<file path="config.mk">
export PLATFORM = sky130hd
export DESIGN_NAME = sensor_report_and_alarm_monitor_core_flat
export DESIGN_NICKNAME = d
export VERILOG_FILES = /design/src/hw/rtl/srm_pkg.sv /design/src/hw/rtl/srm_if.sv /design/src/hw/rtl/srm_elapsed.sv /design/src/hw/rtl/sensor_report_and_alarm_monitor_core.sv /design/src/flat_wrapper.sv
export SDC_FILE = /design/constraint.sdc
export NUM_CORES = 1
export LEC_CHECK = 0
export BUFFER_PORTS_ARGS = -buffer_cell sky130_fd_sc_hd__buf_2
export CAP_MARGIN = 20
export CORE_MARGIN = 3
export CORE_UTILIZATION = 40
export DETAILED_ROUTE_END_ITERATION = 16
export SYNTH_ARGS = -nofsm -noshare
export SYNTH_HDL_FRONTEND = slang
export SYNTH_SLANG_ARGS = --single-unit
export TNS_END_PERCENT = 50
</file>
<file path="constraint.sdc">
create_clock -name clk -period 9.8 [get_ports clk]
set_input_delay 0.49 -clock clk [delete_from_list [all_inputs] [get_ports clk]]
set_output_delay 0.49 -clock clk [all_outputs]
set_load 0.005 [all_outputs]
</file>
<file path="src/hw/rtl/srm_pkg.sv">
// Shared types and constants for the sensor report and alarm monitor.
// No dependencies; taken in by srm_elapsed and the monitor core.
package srm_pkg;

	localparam int TIME_W   = 32;  // millisecond time stamp
	localparam int THRESH_W = 23;  // change threshold register
	localparam int CYCLE_W  = 8;   // cyclic period in minutes
	localparam int MSPM_W   = 16;  // width of the ms-per-minute factor
	localparam int IDX_W    = 3;   // register index

	// min/max start-up value, saturated to the value range at elaboration
	localparam longint MINMAX_INIT = 100000;

	typedef enum logic [IDX_W-1:0] {
		REG_SEND_CYCLE = 3'd0,
		REG_THRESHOLD  = 3'd1,
		REG_OFFSET     = 3'd2,
		REG_WARN_LOW   = 3'd3,
		REG_WARN_HIGH  = 3'd4,
		REG_MINMAX_EN  = 3'd5
	} cfg_reg_t;

	typedef enum logic {
		REQ_SAMPLE       = 1'b0,
		REQ_MINMAX_RESET = 1'b1
	} req_kind_t;

endpackage

</file>
<file path="src/hw/rtl/srm_if.sv">
// Valid/ready channel interfaces for sample requests and reports.
// Depends on nothing; widths follow the VALUE_BITS parameter.
interface srm_req_if #(parameter int VALUE_BITS = 24);
	logic                         valid;
	logic                         ready;
	logic                         req_type;
	logic signed [VALUE_BITS-1:0] sample_value;
	logic                         sample_valid;
	logic [31:0]                  now_ms;

	modport source (output valid, req_type, sample_value, sample_valid, now_ms,
		input ready);
	modport sink (input valid, req_type, sample_value, sample_valid, now_ms,
		output ready);
endinterface

interface srm_rsp_if #(parameter int VALUE_BITS = 24);
	logic                         valid;
	logic                         ready;
	logic signed [VALUE_BITS-1:0] reported_value;
	logic                         value_sent;
	logic signed [VALUE_BITS-1:0] min_value;
	logic signed [VALUE_BITS-1:0] max_value;
	logic                         alarm_high;
	logic                         alarm_high_sent;
	logic                         alarm_low;
	logic                         alarm_low_sent;

	modport source (output valid, reported_value, value_sent, min_value, max_value,
		alarm_high, alarm_high_sent, alarm_low, alarm_low_sent, input ready);
	modport sink (input valid, reported_value, value_sent, min_value, max_value,
		alarm_high, alarm_high_sent, alarm_low, alarm_low_sent, output ready);
endinterface

</file>
<file path="src/hw/rtl/srm_elapsed.sv">
// Period expiry test: time since a stamp, modulo 2^32, exceeds the period.
// Depends on srm_pkg.
module srm_elapsed (
	input  logic [srm_pkg::TIME_W-1:0] now,
	input  logic [srm_pkg::TIME_W-1:0] since,
	input  logic [srm_pkg::TIME_W-1:0] period,
	output logic                       expired
);
	import srm_pkg::*;

	logic [TIME_W-1:0] delta;

	assign delta   = now - since;  // wraps naturally
	assign expired = delta > period;
endmodule

</file>
<file path="src/hw/rtl/sensor_report_and_alarm_monitor_core.sv">
// Send-on-delta monitor with cyclic report, min/max tracking and alarms.
// Path: a request transfer loads the input register, which moves on into the report
// register when that is empty or being drained. Throughput: one request per cycle,
// set by the single evaluation pass between the two registers; request ready falls
// only while both registers are full and the report is stalled.
// Reset (arst_n low, asynchronous): valid flags, configuration and channel state
// cleared, min/max start at the saturated +/-1000.00 units, no transfer pending.
module sensor_report_and_alarm_monitor_core #(
	parameter int VALUE_BITS    = 24,
	parameter int MS_PER_MINUTE = 60000,
	localparam int CFG_W = (VALUE_BITS > srm_pkg::THRESH_W) ? VALUE_BITS : srm_pkg::THRESH_W
) (
	input  logic                          clk,
	input  logic                          arst_n,
	input  logic                          wr_en,
	input  logic [srm_pkg::IDX_W-1:0]     wr_index,
	input  logic [CFG_W-1:0]              wr_data,
	srm_req_if.sink                       req,
	srm_rsp_if.source                     rsp
);
	import srm_pkg::*;

	// value range limits and saturated min/max start-up values
	localparam longint VMAX_L = (longint'(1) <<< (VALUE_BITS - 1)) - 1;
	localparam longint VMIN_L = -(longint'(1) <<< (VALUE_BITS - 1));
	localparam longint MIN_RST_L = (MINMAX_INIT > VMAX_L) ? VMAX_L : MINMAX_INIT;
	localparam longint MAX_RST_L = (-MINMAX_INIT < VMIN_L) ? VMIN_L : -MINMAX_INIT;
	localparam logic signed [VALUE_BITS-1:0] MIN_RST = VALUE_BITS'(MIN_RST_L);
	localparam logic signed [VALUE_BITS-1:0] MAX_RST = VALUE_BITS'(MAX_RST_L);
	localparam logic signed [VALUE_BITS-1:0] VMAX = {1'b0, {(VALUE_BITS-1){1'b1}}};
	localparam logic signed [VALUE_BITS-1:0] VMIN = {1'b1, {(VALUE_BITS-1){1'b0}}};
	// width for the change compare: the signed diff needs VALUE_BITS+1 bits
	localparam int DW = VALUE_BITS + 1;
	localparam int CW = (DW > THRESH_W) ? DW : THRESH_W;

	// ---------------- configuration registers ----------------
	// The period is kept in ms, multiplied out as the minutes register is
	// written; zero minutes gives a zero period and disables cyclic sending.
	logic [TIME_W-1:0]            period_q;
	logic [THRESH_W-1:0]          thresh_q;
	logic signed [VALUE_BITS-1:0] offset_q;
	logic signed [VALUE_BITS-1:0] warn_low_q;
	logic signed [VALUE_BITS-1:0] warn_high_q;
	logic                         minmax_en_q;
	logic [CYCLE_W+MSPM_W-1:0]    period_prod;

	assign period_prod = wr_data[CYCLE_W-1:0] * MSPM_W'(MS_PER_MINUTE);

	always_ff @(posedge clk or negedge arst_n) begin
		if (!arst_n) begin
			period_q    <= '0;
			thresh_q    <= '0;
			offset_q    <= '0;
			warn_low_q  <= '0;
			warn_high_q <= '0;
			minmax_en_q <= 1'b0;
		end else if (wr_en) begin
			case (wr_index)
				REG_SEND_CYCLE: period_q    <= TIME_W'(period_prod);
				REG_THRESHOLD:  thresh_q    <= wr_data[THRESH_W-1:0];
				REG_OFFSET:     offset_q    <= wr_data[VALUE_BITS-1:0];
				REG_WARN_LOW:   warn_low_q  <= wr_data[VALUE_BITS-1:0];
				REG_WARN_HIGH:  warn_high_q <= wr_data[VALUE_BITS-1:0];
				REG_MINMAX_EN:  minmax_en_q <= wr_data[0];
				default: ;  // unused indexes are dropped
			endcase
		end
	end

	// ---------------- input register ----------------
	logic                         valid_s1;
	logic                         req_type_s1;
	logic signed [VALUE_BITS-1:0] raw_s1;
	logic                         svalid_s1;
	logic [TIME_W-1:0]            now_s1;
	logic                         out_valid_q;
	logic                         advance;

	// stage 1 moves on whenever the report register is empty or being drained
	assign advance   = valid_s1 && (!out_valid_q || rsp.ready);
	assign req.ready = !valid_s1 || advance;

	always_ff @(posedge clk or negedge arst_n) begin
		if (!arst_n) begin
			valid_s1 <= 1'b0;
		end else if (req.ready) begin
			valid_s1 <= req.valid;
		end
	end

	always_ff @(posedge clk) begin
		if (req.ready && req.valid) begin
			req_type_s1 <= req.req_type;
			raw_s1      <= req.sample_value;
			svalid_s1   <= req.sample_valid;
			now_s1      <= req.now_ms;
		end
	end

	// ---------------- channel state ----------------
	logic [TIME_W-1:0]            last_time_q;
	logic                         ever_sent_q;
	logic signed [VALUE_BITS-1:0] last_sample_q;
	logic signed [VALUE_BITS-1:0] report_q;
	logic signed [VALUE_BITS-1:0] min_q;
	logic signed [VALUE_BITS-1:0] max_q;
	logic                         hi_state_q;
	logic                         lo_state_q;
	logic [TIME_W-1:0]            hi_time_q;
	logic [TIME_W-1:0]            lo_time_q;

	// ---------------- evaluation ----------------
	logic signed [VALUE_BITS:0]   sum;
	logic signed [VALUE_BITS-1:0] v;
	logic signed [VALUE_BITS:0]   diff;
	logic [DW-1:0]                abs_diff;
	logic                         exp_val, exp_hi, exp_lo;
	logic                         is_sample, is_mm_reset;
	logic                         send, send_cyc, send_dlt;
	logic                         alarms_on, ah, al;
	logic                         hi_send, lo_send;
	logic signed [VALUE_BITS-1:0] min_nx, max_nx;

	srm_elapsed u_exp_val (.now(now_s1), .since(last_time_q), .period(period_q),
		.expired(exp_val));
	srm_elapsed u_exp_hi (.now(now_s1), .since(hi_time_q), .period(period_q),
		.expired(exp_hi));
	srm_elapsed u_exp_lo (.now(now_s1), .since(lo_time_q), .period(period_q),
		.expired(exp_lo));

	always_comb begin
		is_mm_reset = (req_type_s1 == REQ_MINMAX_RESET);
		is_sample   = (req_type_s1 == REQ_SAMPLE) && svalid_s1;

		// offset correction with saturation
		sum = {raw_s1[VALUE_BITS-1], raw_s1} + {offset_q[VALUE_BITS-1], offset_q};
		if (sum[VALUE_BITS] != sum[VALUE_BITS-1])
			v = sum[VALUE_BITS] ? VMIN : VMAX;
		else
			v = sum[VALUE_BITS-1:0];

		// send decision: cyclic/first send, else raw change since last send
		send_cyc = (period_q != '0) && (exp_val || !ever_sent_q);
		diff     = {raw_s1[VALUE_BITS-1], raw_s1} - {last_sample_q[VALUE_BITS-1], last_sample_q};
		abs_diff = diff[VALUE_BITS] ? DW'(-diff) : DW'(diff);
		send_dlt = (thresh_q != '0) && (CW'(abs_diff) >= CW'(thresh_q));
		send     = send_cyc || send_dlt;

		// min/max tracking
		min_nx = min_q;
		max_nx = max_q;
		if (is_mm_reset) begin
			min_nx = report_q;
			max_nx = report_q;
		end else if (is_sample && minmax_en_q) begin
			if (v > max_q) max_nx = v;
			if (v < min_q) min_nx = v;
		end

		// alarms: sent on change, or again once the period has run out while the alarm stands; off while both limits are zero
		alarms_on = !((warn_low_q == '0) && (warn_high_q == '0));
		ah        = v > warn_high_q;
		al        = v < warn_low_q;
		hi_send   = is_sample && alarms_on && ((hi_state_q != ah) || (ah && exp_hi));
		lo_send   = is_sample && alarms_on && ((lo_state_q != al) || (al && exp_lo));
	end

	// ---------------- state update ----------------
	always_ff @(posedge clk or negedge arst_n) begin
		if (!arst_n) begin
			last_time_q   <= '0;
			ever_sent_q   <= 1'b0;
			last_sample_q <= '0;
			report_q      <= '0;
			min_q         <= MIN_RST;
			max_q         <= MAX_RST;
			hi_state_q    <= 1'b0;
			lo_state_q    <= 1'b0;
			hi_time_q     <= '0;
			lo_time_q     <= '0;
		end else if (advance) begin
			min_q <= min_nx;
			max_q <= max_nx;
			if (is_sample) begin
				report_q <= v;
				if (send) begin
					last_time_q   <= now_s1;
					ever_sent_q   <= 1'b1;
					last_sample_q <= raw_s1;
				end
			end
			if (hi_send) begin
				hi_state_q <= ah;
				hi_time_q  <= now_s1;
			end
			if (lo_send) begin
				lo_state_q <= al;
				lo_time_q  <= now_s1;
			end
		end
	end

	// ---------------- report register ----------------
	always_ff @(posedge clk or negedge arst_n) begin
		if (!arst_n) begin
			out_valid_q <= 1'b0;
		end else if (!out_valid_q || rsp.ready) begin
			out_valid_q <= valid_s1;
		end
	end

	always_ff @(posedge clk) begin
		if (advance) begin
			rsp.reported_value  <= is_sample ? v : report_q;
			rsp.value_sent      <= is_sample && send;
			rsp.min_value       <= min_nx;
			rsp.max_value       <= max_nx;
			rsp.alarm_high      <= hi_send ? ah : hi_state_q;
			rsp.alarm_high_sent <= hi_send;
			rsp.alarm_low       <= lo_send ? al : lo_state_q;
			rsp.alarm_low_sent  <= lo_send;
		end
	end

	assign rsp.valid = out_valid_q;
endmodule

</file>
<file path="src/flat_wrapper.sv">
// flat-port wrapper written by rule: the top's interface ports become plain ports
module sensor_report_and_alarm_monitor_core_flat import srm_pkg::*;
#(
	parameter int VALUE_BITS    = 24,
	parameter int MS_PER_MINUTE = 60000,
	localparam int CFG_W = (VALUE_BITS > srm_pkg::THRESH_W) ? VALUE_BITS : srm_pkg::THRESH_W
)
  (clk, arst_n, wr_en, wr_index, wr_data, req_valid, req_req_type, req_sample_value, req_sample_valid, req_now_ms, req_ready, rsp_valid, rsp_reported_value, rsp_value_sent, rsp_min_value, rsp_max_value, rsp_alarm_high, rsp_alarm_high_sent, rsp_alarm_low, rsp_alarm_low_sent, rsp_ready);
  srm_req_if #(.VALUE_BITS(VALUE_BITS)) req_i ();
  srm_rsp_if #(.VALUE_BITS(VALUE_BITS)) rsp_i ();
  input  logic clk;
  input  logic arst_n;
  input  logic wr_en;
  input  logic [srm_pkg::IDX_W-1:0] wr_index;
  input  logic [CFG_W-1:0] wr_data;
  input wire logic [$bits(req_i.valid)-1:0] req_valid;
  input wire logic [$bits(req_i.req_type)-1:0] req_req_type;
  input wire logic [$bits(req_i.sample_value)-1:0] req_sample_value;
  input wire logic [$bits(req_i.sample_valid)-1:0] req_sample_valid;
  input wire logic [$bits(req_i.now_ms)-1:0] req_now_ms;
  output wire logic [$bits(req_i.ready)-1:0] req_ready;
  output wire logic [$bits(rsp_i.valid)-1:0] rsp_valid;
  output wire logic [$bits(rsp_i.reported_value)-1:0] rsp_reported_value;
  output wire logic [$bits(rsp_i.value_sent)-1:0] rsp_value_sent;
  output wire logic [$bits(rsp_i.min_value)-1:0] rsp_min_value;
  output wire logic [$bits(rsp_i.max_value)-1:0] rsp_max_value;
  output wire logic [$bits(rsp_i.alarm_high)-1:0] rsp_alarm_high;
  output wire logic [$bits(rsp_i.alarm_high_sent)-1:0] rsp_alarm_high_sent;
  output wire logic [$bits(rsp_i.alarm_low)-1:0] rsp_alarm_low;
  output wire logic [$bits(rsp_i.alarm_low_sent)-1:0] rsp_alarm_low_sent;
  input wire logic [$bits(rsp_i.ready)-1:0] rsp_ready;
  assign req_i.valid = req_valid;
  assign req_i.req_type = req_req_type;
  assign req_i.sample_value = req_sample_value;
  assign req_i.sample_valid = req_sample_valid;
  assign req_i.now_ms = req_now_ms;
  assign req_ready = req_i.ready;
  assign rsp_valid = rsp_i.valid;
  assign rsp_reported_value = rsp_i.reported_value;
  assign rsp_value_sent = rsp_i.value_sent;
  assign rsp_min_value = rsp_i.min_value;
  assign rsp_max_value = rsp_i.max_value;
  assign rsp_alarm_high = rsp_i.alarm_high;
  assign rsp_alarm_high_sent = rsp_i.alarm_high_sent;
  assign rsp_alarm_low = rsp_i.alarm_low;
  assign rsp_alarm_low_sent = rsp_i.alarm_low_sent;
  assign rsp_i.ready = rsp_ready;
  sensor_report_and_alarm_monitor_core #(.VALUE_BITS(VALUE_BITS), .MS_PER_MINUTE(MS_PER_MINUTE)) u_core (.clk(clk), .arst_n(arst_n), .wr_en(wr_en), .wr_index(wr_index), .wr_data(wr_data), .req(req_i), .rsp(rsp_i));
endmodule
</file>
==> impl_results.md, run 1 <==
* Ys Warns at 0
* Row count at 103
* Dominant synthesized flop cell: dfrtp_1
* Top cell by count, worst path: a21oi_1
* Peak VDD IR at 0.185 mV
* Tcrit/Tclk final at 0.741
* R2r startpoint: u_core.raw_s1[0]
* Initial antenna violation count at 2
* Fin nets at 4035
* ANT nets after route at 0
* CTS Buf Count at 54
* Power Total at 0.0126 W
* Filler-free cell count of the finished design at 4648
* Max Fclk at 138 MHz
* Family with the most delay on the worst path: compound AO/OA/AOI/OAI gates
* Final slew viol count at 0
* Via Count at 25800
* Worst min-delay path startpoint: req_now_ms[12]
* DRC Markers at 0
* Largest net degree at the start of global routing at 115
* CP Data Required Time at 10.33 ns
* CTS H-tree lvls at 2
* Most frequent cells after synthesis: inv_1, ha_1, dfrtp_1
* Hold depth at 1
* Worst path bufs/invs at 3
* Starting density of the core at 0.407
* Yosys cell types at 98
* Synthesized area at 32400 um2
* Final setup violation count at 0
* Max clock buf depth at 3
* Die Y at 291 um
* Detailed Routing Iterations Pass 1 at 6
* Seq/Total Area, Yosys at 0.367
* Most common cell in the synthesized netlist: inv_1
* Arrival time of the worst setup path at 7.80 ns
* Worst Path Max Fanout at 30
* Inst Count DP at 4529
* Max-cap violations at 0
* Adder-cell share of the synthesized area at 0.158
* ANT cells at 0
* Syn Area/Cell at 9.57 um2
* Mux cell area share after synthesis at 0.0780
* Post-synth top area share at 0.226
* R2r setup slk at 2.54 ns
* DRT Wirelength at 93.7 mm
* Drt wl/cell at 20.2 um
* Mapped Cells at 3386
* Synth Net Count at 3869
* Number of hold buffers added after cts at 14
* Via/cell ratio at 5.54
* Critical Path Sink Type: flop
* Final setup TNS at 0 ns
* PD cells at 344 nW/um2
* Leak at 16.8 nW
* Vias in the first global route at 25500
* Synth area leaders: dfrtp_1, ha_1, edfxtp_1
* Slew @ Worst Pin at 1.11 ns
* Simple-gate share of the synthesized area at 0.127
* I/O Buffers at 168
* Final core utilization at 0.459
* CP peak stage delay at 0.82 ns
* Clk sinks at 447
* Clock Skew at 0.0447 ns
* Worst Path Class, Setup: flop to flop
* GRT overflow at 0
* Gr usage total at 0.218
* Setup Fix Bufs, Post-CTS at 0
* Slew Limit Headroom at 0.258
* Clk_lat worst skew at 0.64 ns
* P&R area growth vs syn at 12.7%
* Worst-path clk slew at 0.06 ns
* Fin crit period at 7.26 ns
* RSZ-0062 raised after global routing: false
* Global-route wire length before repair at 146 mm
* Compound-Gate Fraction of Synth Area at 0.178
* Post-detailed-placement half-perimeter wirelength at 71.6 mm
* Largest family of logic cells by synthesized area: compound AO/OA/AOI/OAI gates
* Crit start category: flop
* Clock Tree Root: clkbuf_16
* Synth async-reset ratio at 0.698
* Placeable Area at 79600 um2
* Final Hold Viols at 0
* Post-synth EDFFs at 135
* Yosys top cell by area: dfrtp_1
* Hold Crit Endpoint: u_core.now_s1[12]
* CTS tree: done
* Crit-path slowest cell: mux2i_4
* First-iteration detailed-routing DRC count at 1649
* GPL Wtd Cong at 0.915
* Synth Register Bits at 447
* # IOs at 169
* Die ar. at 84500 um2
* Status: complete, no violations
* Reg2reg path depth at 25
* XOR/XNOR Fraction of Synth Area at 0.0351
* R2R Path End: u_core.min_q[5]
* Worst Hold Class: primary input to flop
* Post-cts resize count at 0
* Die Wd at 291 um
* Share of cells above drive strength 1 at 0.147
[cell families (layout without fill, tap and decap cells)]
family                   Yosys count  after routing
adder cells (fa/ha/maj)          394            394
buffers and inverters            463            675
flip-flops                       447            447
multiplexers                     217            217
AO/OA/AOI/OAI                    904            904
XOR/XNOR                         130            130
AND/OR/NAND/NOR                  831            831
[metal layers]
layer / up-vias / part of all wire / wire length [um] / track usage
li1: 12600 / - / - / -
met1: 12400 / 0.46 / 43400 / 0.303
met2: 642 / 0.46 / 43100 / 0.357
met3: 134 / 0.053 / 4950 / 0.0306
met4: 0 / 0.025 / 2350 / 0.0572
met5: - / 0 / 0 / 0
[stage by stage]
step | worst slack (ns) | instance area [um2] | hold WS [ns]
after global routing | 1.91 | 36500 | 0.00228
final | 2.54 | 36500 | 0.0342
after floorplan | 4.04 | 32400 | 0.194
after detailed placement | 2.53 | 34300 | 0.454
after global placement | 2.71 | 34300 | 0.458
after CTS | 2.50 | 36400 | 0.000620
[power by group]
| group | switching, W | total [W] | internal, W |
|---|---|---|---|
| clock network | 0.000903 | 0.00227 | 0.00137 |
| registers | 0.000403 | 0.00301 | 0.00261 |
| logic | 0.00420 | 0.00730 | 0.00310 |
[sequential cells by signal, indices dropped and copies added, names as in the netlist, 32 cells and up]
| signal | cells |
|---|---|
| u_core.hi_time_q | 32 |
| u_core.lo_time_q | 32 |
| u_core.now_s1 | 32 |
| u_core.last_time_q | 32 |
[cell usage in the layout (no fill, tap or decap), drive strengths merged, types with 48 or more instances in the layout]
cell type,count
inv,380
ha,366
dfrtp,292
o21ai,270
nand2,263
a21oi,222
mux2,193
buf,190
nor2,188
edfxtp,135
a21o,108
xnor2,85
clkbuf,64
nor3,58
nand3,52
o21a,48
[worst max path at each step]
| stage | from | depth (start not counted) | slack, ns | endpoint |
|---|---|---|---|---|
| 2_1_floorplan | u_core.raw_s1[12] | 24 | 4.04 | u_core.lo_time_q[10] |
| 5_1_grt | u_core.raw_s1[2] | 23 | 1.91 | u_core.min_q[7] |
| 3_5_place_dp | u_core.raw_s1[0] | 23 | 2.53 | u_core.lo_time_q[3] |
| 4_1_cts | u_core.raw_s1[18] | 21 | 2.50 | u_core.lo_time_q[3] |
| 3_3_place_gp | u_core.raw_s1[18] | 21 | 2.71 | u_core.lo_time_q[2] |
| 6_report | u_core.raw_s1[0] | 25 | 2.54 | u_core.min_q[5] |
[worst reg2reg max path, stage by stage, from the launching register on]
cell and delay (ns):
edfxtp_1 0.38, ha_1 0.21, inv_1 0.07, fa_1 0.41, nor2b_1 0.16, o31ai_1 0.10
a21oi_1 0.35, a21oi_1 0.22, o21a_1 0.22, o41ai_1 0.62, mux2i_1 0.27, a41o_1 0.35
inv_1 0.17, ha_1 0.33, nand3_1 0.14, nor3_1 0.39, and3_1 0.24, nand4_1 0.13
o221ai_1 0.20, a21oi_1 0.11, o21ai_0 0.11, o211ai_1 0.21, mux2i_4 0.83, nor2_1 0.34
buf_4 0.29, a221oi_1 0.34
[area by class of cell]
cell class	instances	area, um2
fill	7637	43100
multi-input combinational	2476	18700
sequential	447	11900
clock buffer	64	1490
inverter	369	1390
tap	1050	1310
timing repair buffer	204	1210
clock inverter	38	517
No activity file was read; power rests on OpenSTA's default activity.
==> run 2, diff against run 1 <==
==> constraint.sdc (replaced) <==
create_clock -name clk -period 6.8 [get_ports clk]
set_input_delay 0.34 -clock clk [delete_from_list [all_inputs] [get_ports clk]]
set_output_delay 0.34 -clock clk [all_outputs]
set_load 0.005 [all_outputs]
==> run 2 against run 1 <==
Effect of this change:
- sequential power is 44% higher
- total power up 44%
- clock power increased by 33%
- critical endpoint is now u_core.rsp.min_value[3]
- non-clock buffer count rose by 98
- critical path depth up 2
==> impl_results.md, run 2 (synthesis gave the netlist of run 1 again) <==
* Commonest non-fill, non-tap cell in the layout: inv_1
* Crit start category: flop
* GPL Wtd Cong at 0.931 (+1.7%)
* Busiest grt layer: met2
* Peak VDD IR at 0.281 mV (+51%)
* Global routing usage on met3 at 0.0232 (-0.00734)
* P&R area growth vs syn at 15.1%
* Switching Share at 0.436 (-0.00119)
* First-iteration detailed-routing DRC count at 1569 (-4.9%)
* Met2 GRT Util at 0.368 (+0.0114)
* Global-route wire length before repair at 147 mm (+0.40%)
* Met1 usage at 0.301 (-0.00213)
* DRT Wirelength at 94.2 mm (+0.51%)
* Max Fclk at 155 MHz (+13%)
* Max clock buf depth at 3 (unchanged)
* Worst min-delay path startpoint: wr_data[9]
* CTS H-tree lvls at 2 (unchanged)
* Post-detailed-placement half-perimeter wirelength at 71.9 mm (+0.44%)
* Critical Path Sink Type: flop
* Cell Int Power at 0.0102 W (+45%)
* Clock Skew at 0.0376 ns (-0.00704 ns)
* Slew @ Worst Pin at 1.08 ns (-0.0238 ns)
* Via/cell ratio at 5.49 (-0.96%)
* PD cells at 487 nW/um2 (+41%)
* Tcrit/Tclk final at 0.947 (+0.205)
* Row count at 103 (unchanged)
* Detailed Routing Iterations Pass 1 at 8 (+2)
* Clk_lat worst skew at 0.63 ns (about the same)
* Gr usage total at 0.218 (+0.000252)
* Max-cap violations at 0 (unchanged)
* DRC Markers at 0 (unchanged)
* GRT overflow at 0 (unchanged)
* Worst-path clk slew at 0.06 ns (about the same)
* Die Y at 291 um (unchanged)
* Logic pwr share at 0.595 (+0.015)
* Final worst slack at 0.364 ns (-2.17 ns)
* CTS tree: done
* Placeable Area at 79600 um2 (unchanged)
* Fillers at 7553 (-1.1%)
* Share of cells above drive strength 1 at 0.157 (+0.00990)
* Initial antenna violation count at 6 (+4)
* Sequential group share of total power at 0.239 (about the same)
* Slew Limit Headroom at 0.279 (+0.0208)
* ANT nets after route at 0 (unchanged)
* Starting density of the core at 0.407 (unchanged)
* Family with the most delay on the worst path: compound AO/OA/AOI/OAI gates
* Die Wd at 291 um (unchanged)
* Status: complete, no violations
* Crit path from: u_core.raw_s1[0]
* CTS Buf Count at 54 (unchanged)
* Fin nets at 4133 (+2.4%)
* CP Data Required Time at 7.21 ns (-3.12 ns)
* Via Count at 26100 (+1.1%)
* Crit-path slowest cell: mux2i_4
* Clock share of power at 0.167 (-0.013)
* Drt wl/cell at 19.8 um (-1.6%)
* R2r startpoint: u_core.raw_s1[0]
* Total net switching power at 0.00792 W (+44%)
* Setup Fix Bufs, Post-CTS at 0 (unchanged)
* Arrival time of the worst setup path at 6.85 ns (-0.95 ns)
* CP peak stage delay at 0.45 ns (-0.37 ns)
* Dpl ws at -0.0561 ns (-2.58 ns)
* Most frequent cells in the layout: inv_1, ha_1, dfrtp_1
* Clock Tree Root: clkbuf_16
* Final hold slack at 0.0372 ns (+0.00299 ns)
* Vias in the first global route at 25800 (+1.0%)
* Worst Path Max Fanout at 22 (-27%)
* Die ar. at 84500 um2 (unchanged)
* Clk sinks at 447 (unchanged)
* I/O Buffers at 168 (unchanged)
* Worst Path Class, Setup: flop to flop
* Final setup violation count at 0 (unchanged)
* R2r setup slk at 0.36 ns (-2.17 ns)
* Worst Hold Class: primary input to flop
* Largest net degree at the start of global routing at 160 (+39%)
* RSZ-0062 raised after global routing: false
* Worst path bufs/invs at 5 (+2)
* Top cell by count, worst path: buf_4
* Final Hold Viols at 0 (unchanged)
* Fin crit period at 6.44 ns (-0.828 ns)
* Final slew viol count at 0 (unchanged)
* # IOs at 169 (unchanged)
* Leak at 17.2 nW (+2.2%)
run 2: what timing repair did:
| item | 4_1_cts | 5_1_grt |
|---|---|---|
| pin swaps | 1 | 0 |
| endpoints found under the hold margin | 133 | 0 |
| gates resized for setup | 2 | 8 |
| hold buffers | 61 | 0 |
| setup endpoints to repair | 31 | 90 |
run 2: power by group through the flow:
stage | sequential, W | combinational, W | clock (W)
floorplan | 0.00419 | 0.00787 | 0
global placement | 0.00434 | 0.0105 | 0
detailed placement | 0.00436 | 0.0106 | 0
CTS | 0.00433 | 0.0107 | 0.00310
global route | 0.00444 | 0.0121 | 0.00320
finish | 0.00433 | 0.0108 | 0.00302
run 2: path summary, 6_finish.rpt:
kind,to,cells past startpoint
setup / recovery,u_core.rsp.min_value[3],27
hold / removal,u_core.thresh_q[9],3
setup reg to reg,u_core.rsp.min_value[3],27
hold reg to reg,u_core.lo_time_q[13],1
max in group asynchronous,u_core.report_q[6],3
min in group asynchronous,u_core.period_q[7],2
run 2: metrics by stage:
step / TNS (ns) / std cells / util / power [W] / area [um2]
3_3_place_gp: 0 / 4582 / 0.436 / 0.0149 / 34700
2_1_floorplan: 0 / 3386 / - / 0.0121 / 32400
4_1_cts: 0 / 4745 / 0.467 / 0.0181 / 37200
6_report: 0 / 4747 / 0.468 / 0.0181 / 37300
5_1_grt: 0 / 4746 / 0.468 / 0.0197 / 37300
3_5_place_dp: -0.649 / 4582 / 0.436 / 0.0150 / 34700
run 2: metal layers:
metal,vias up,routed length [um]
met5,-,0
met4,0,2350
met3,132,4190
met2,590,44000
met1,12600,43700
li1,12700,-
run 2: area by class of cell:
class	instances	area, um2	share of cell area
sequential	447	11900	0.319
timing repair buffer	302	2070	0.0556
multi-input combinational	2476	18800	0.503
tap	1050	1310	0.0352
clock inverter	31	288	0.00772
clock buffer	71	1570	0.0422
antenna	1	2.50	0.0000671
inverter	369	1390	0.0372
run 2: tightest hold or removal path, cell delays in order:
cell	delay (ns)
buf_2	0.15
nand2_1	0.06
o21ai_0	0.06
==> run 3, diff against run 2 <==
--- a/config.mk
+++ b/config.mk
@@ -10,6 +10,7 @@
 export CORE_MARGIN = 3
 export CORE_UTILIZATION = 40
 export DETAILED_ROUTE_END_ITERATION = 16
+export REMOVE_ABC_BUFFERS = 1
 export SYNTH_ARGS = -nofsm -noshare
 export SYNTH_HDL_FRONTEND = slang
 export SYNTH_SLANG_ARGS = --single-unit
==> run 3 against run 2 <==
Effect of this change:
- clock skew up 0.014 ns
- combinational power about the same
- clock power barely moved
- largest power group unchanged
- cell count hardly changed
- sequential share of layout area shrank 0.055 points
- sequential cell count unchanged
- via count down 0.27%
- critical endpoint is now u_core.lo_time_q[0]
==> impl_results.md, run 3 (synthesis gave the netlist of run 1 again) <==
* Die Wd at 291 um (unchanged)
* Slew Limit Headroom at 0.362 (+0.0829)
* Final core utilization at 0.469 (+0.000817)
* Vias in the first global route at 25200 (-2.1%)
* DRT Wirelength at 92.4 mm (-1.9%)
* RSZ-0062 raised after global routing: false
* Via Count at 26000 (-0.27%)
* Share of cells above drive strength 1 at 0.153 (-0.00406)
* Row count at 103 (unchanged)
* Crit start category: flop
* Worst min-delay path startpoint: wr_data[8]
* Drt wl/cell at 19.4 um (-2.0%)
* Max-cap violations at 0 (unchanged)
* GPL Wtd Cong at 0.901 (-3.2%)
* Reg2reg path depth at 23 (-15%)
* Post-detailed-placement half-perimeter wirelength at 70.0 mm (-2.7%)
* Worst Path Class, Setup: flop to flop
* P&R area growth vs syn at 15.3%
* Final setup violation count at 0 (unchanged)
* I/O Buffers at 168 (unchanged)
* PD cells at 482 nW/um2 (-0.88%)
* GRT overflow at 0 (unchanged)
* DRC Markers at 0 (unchanged)
* Worst Hold Class: primary input to flop
* Area post-placement at 34700 um2 (-0.17%)
* Peak VDD IR at 0.240 mV (-15%)
* Final setup TNS at 0 ns (unchanged)
* Post-route cell area at 37300 um2 (+0.17%)
* Hold Crit Endpoint: u_core.thresh_q[8]
* Status: complete, no violations
* First-iteration detailed-routing DRC count at 1699 (+8.3%)
* Detailed Routing Iterations Pass 1 at 5 (-3)
* Arrival time of the worst setup path at 7.05 ns (+0.20 ns)
* Max Fclk at 153 MHz (-1.8%)
* CP Cell Sequence: ha_1, a21oi_1, o21a_1, o221ai_1, a41o_1, a31oi_4, mux2_4, a21oi_1, buf_4, inv_1, ha_1, a21o_1, a21o_1, a21o_1, a21oi_1, o21ai_0, or4_1, or4b_2, o211ai_1, inv_1, o21ai_4, clkbuf_16, mux2_2
* Clk_lat worst skew at 0.65 ns (+0.02 ns)
* CTS tree: done
* Die ar. at 84500 um2 (unchanged)
* # IOs at 169 (unchanged)
* Max clock buf depth at 3 (unchanged)
* Crit-path slowest cell: or4b_2
* CP Data Required Time at 7.29 ns (+0.08 ns)
* Gr usage total at 0.213 (-0.00490)
* Most frequent cells in the layout: inv_1, ha_1, dfrtp_1
* R2R Path End: u_core.lo_time_q[0]
* Global-route wire length before repair at 144 mm (-1.8%)
* Worst Path Max Fanout at 15 (-32%)
* Starting density of the core at 0.407 (unchanged)
* Worst-path clk slew at 0.06 ns (about the same)
* R2r startpoint: u_core.raw_s1[18]
* Fin nets at 4132 (-0.024%)
* ANT nets after route at 0 (unchanged)
* Slew @ Worst Pin at 0.947 ns (-0.134 ns)
* Critical Path Sink Type: flop
* Placeable Area at 79600 um2 (unchanged)
* Clock Tree Root: clkbuf_16
* Via/cell ratio at 5.47 (-0.34%)
* Hold depth at 3 (unchanged)
* Commonest non-fill, non-tap cell in the layout: inv_1
* Initial antenna violation count at 6 (unchanged)
* CTS Buf Count at 55 (+1.9%)
* CP peak stage delay at 0.66 ns (+0.21 ns)
* Tcrit/Tclk final at 0.964 (+0.0177)
* Clock Skew at 0.0512 ns (+0.0136 ns)
* Fin crit period at 6.56 ns (+0.121 ns)
* Clk sinks at 447 (unchanged)
* Die Y at 291 um (unchanged)
* Final Hold Viols at 0 (unchanged)
* R2r setup slk at 0.24 ns (-0.12 ns)
* Final slew viol count at 0 (unchanged)
* CTS H-tree lvls at 2 (unchanged)
* Largest net degree at the start of global routing at 142 (-11%)
* Leak at 17.2 nW (about the same)
==> run 3: critical path: cells and delay by family (launching register included) <==
| kind | cells | cell delay, ns |
|---|---|---|
| AO/OA/AOI/OAI | 13 | 2.62 |
| adder cells (fa/ha/maj) | 2 | 0.70 |
| buffers and inverters | 4 | 0.65 |
| flip-flops | 1 | 0.44 |
| multiplexers | 2 | 0.76 |
| AND/OR/NAND/NOR | 2 | 1.19 |
==> run 3: metal layers <==
layer  routed length, um  vias up  part of all wire  GRT usage
li1                    -    12700                 -          -
met1               45100    12500              0.49      0.314
met2               39600      628              0.43      0.323
met3                5610      120             0.061     0.0396
met4                2030        4             0.022     0.0527
met5                  21        -           0.00023          0
==> run 3: worst max-delay path by stage <==
stage	start	endpoint	slack, ns	cells after the start
floorplan	u_core.raw_s1[0]	u_core.min_q[10]	0.59	22
global placement	u_core.raw_s1[0]	u_core.lo_time_q[2]	0.25	25
detailed placement	u_core.raw_s1[0]	u_core.lo_time_q[7]	0.18	25
CTS	u_core.raw_s1[0]	u_core.lo_time_q[7]	0.08	26
global route	u_core.raw_s1[0]	u_core.lo_time_q[31]	0.003	26
finish	u_core.raw_s1[18]	u_core.lo_time_q[0]	0.24	23
==> run 3: cell type report <==
cell class / instances / area (um2)
fill: 7615 / 42300
tap: 1050 / 1310
multi-input combinational: 2476 / 18800
clock buffer: 76 / 1550
timing repair buffer: 300 / 2140
inverter: 369 / 1390
antenna: 4 / 10.0
clock inverter: 28 / 305
sequential: 447 / 11900
==> run 3: through the flow <==
stage	hold WS [ns]	power, W	cells	setup slack [ns]
2_1_floorplan	0.0444	0.0120	3292	0.592
3_3_place_gp	0.418	0.0147	4569	0.248
4_1_cts	0.000414	0.0180	4742	0.0774
6_report	0.0277	0.0180	4750	0.243
5_1_grt	0.0196	0.0197	4747	0.00324
3_5_place_dp	0.430	0.0148	4569	0.184
==> run 3: report_power, final <==
group          leakage [nW]  switching [W]  total [W]  internal, W
clock                 0.894        0.00125    0.00300      0.00175
combinational          11.3        0.00604     0.0107      0.00463
sequential             5.01       0.000579    0.00433      0.00376
total                  17.2        0.00787     0.0180       0.0101
==> run 3: timing repair <==
item	in CTS	in global routing
endpoints found under the hold margin	159	0
setup endpoints to repair	0	94
buffers inserted	0	1
hold buffers	69	0
resized for setup	0	13
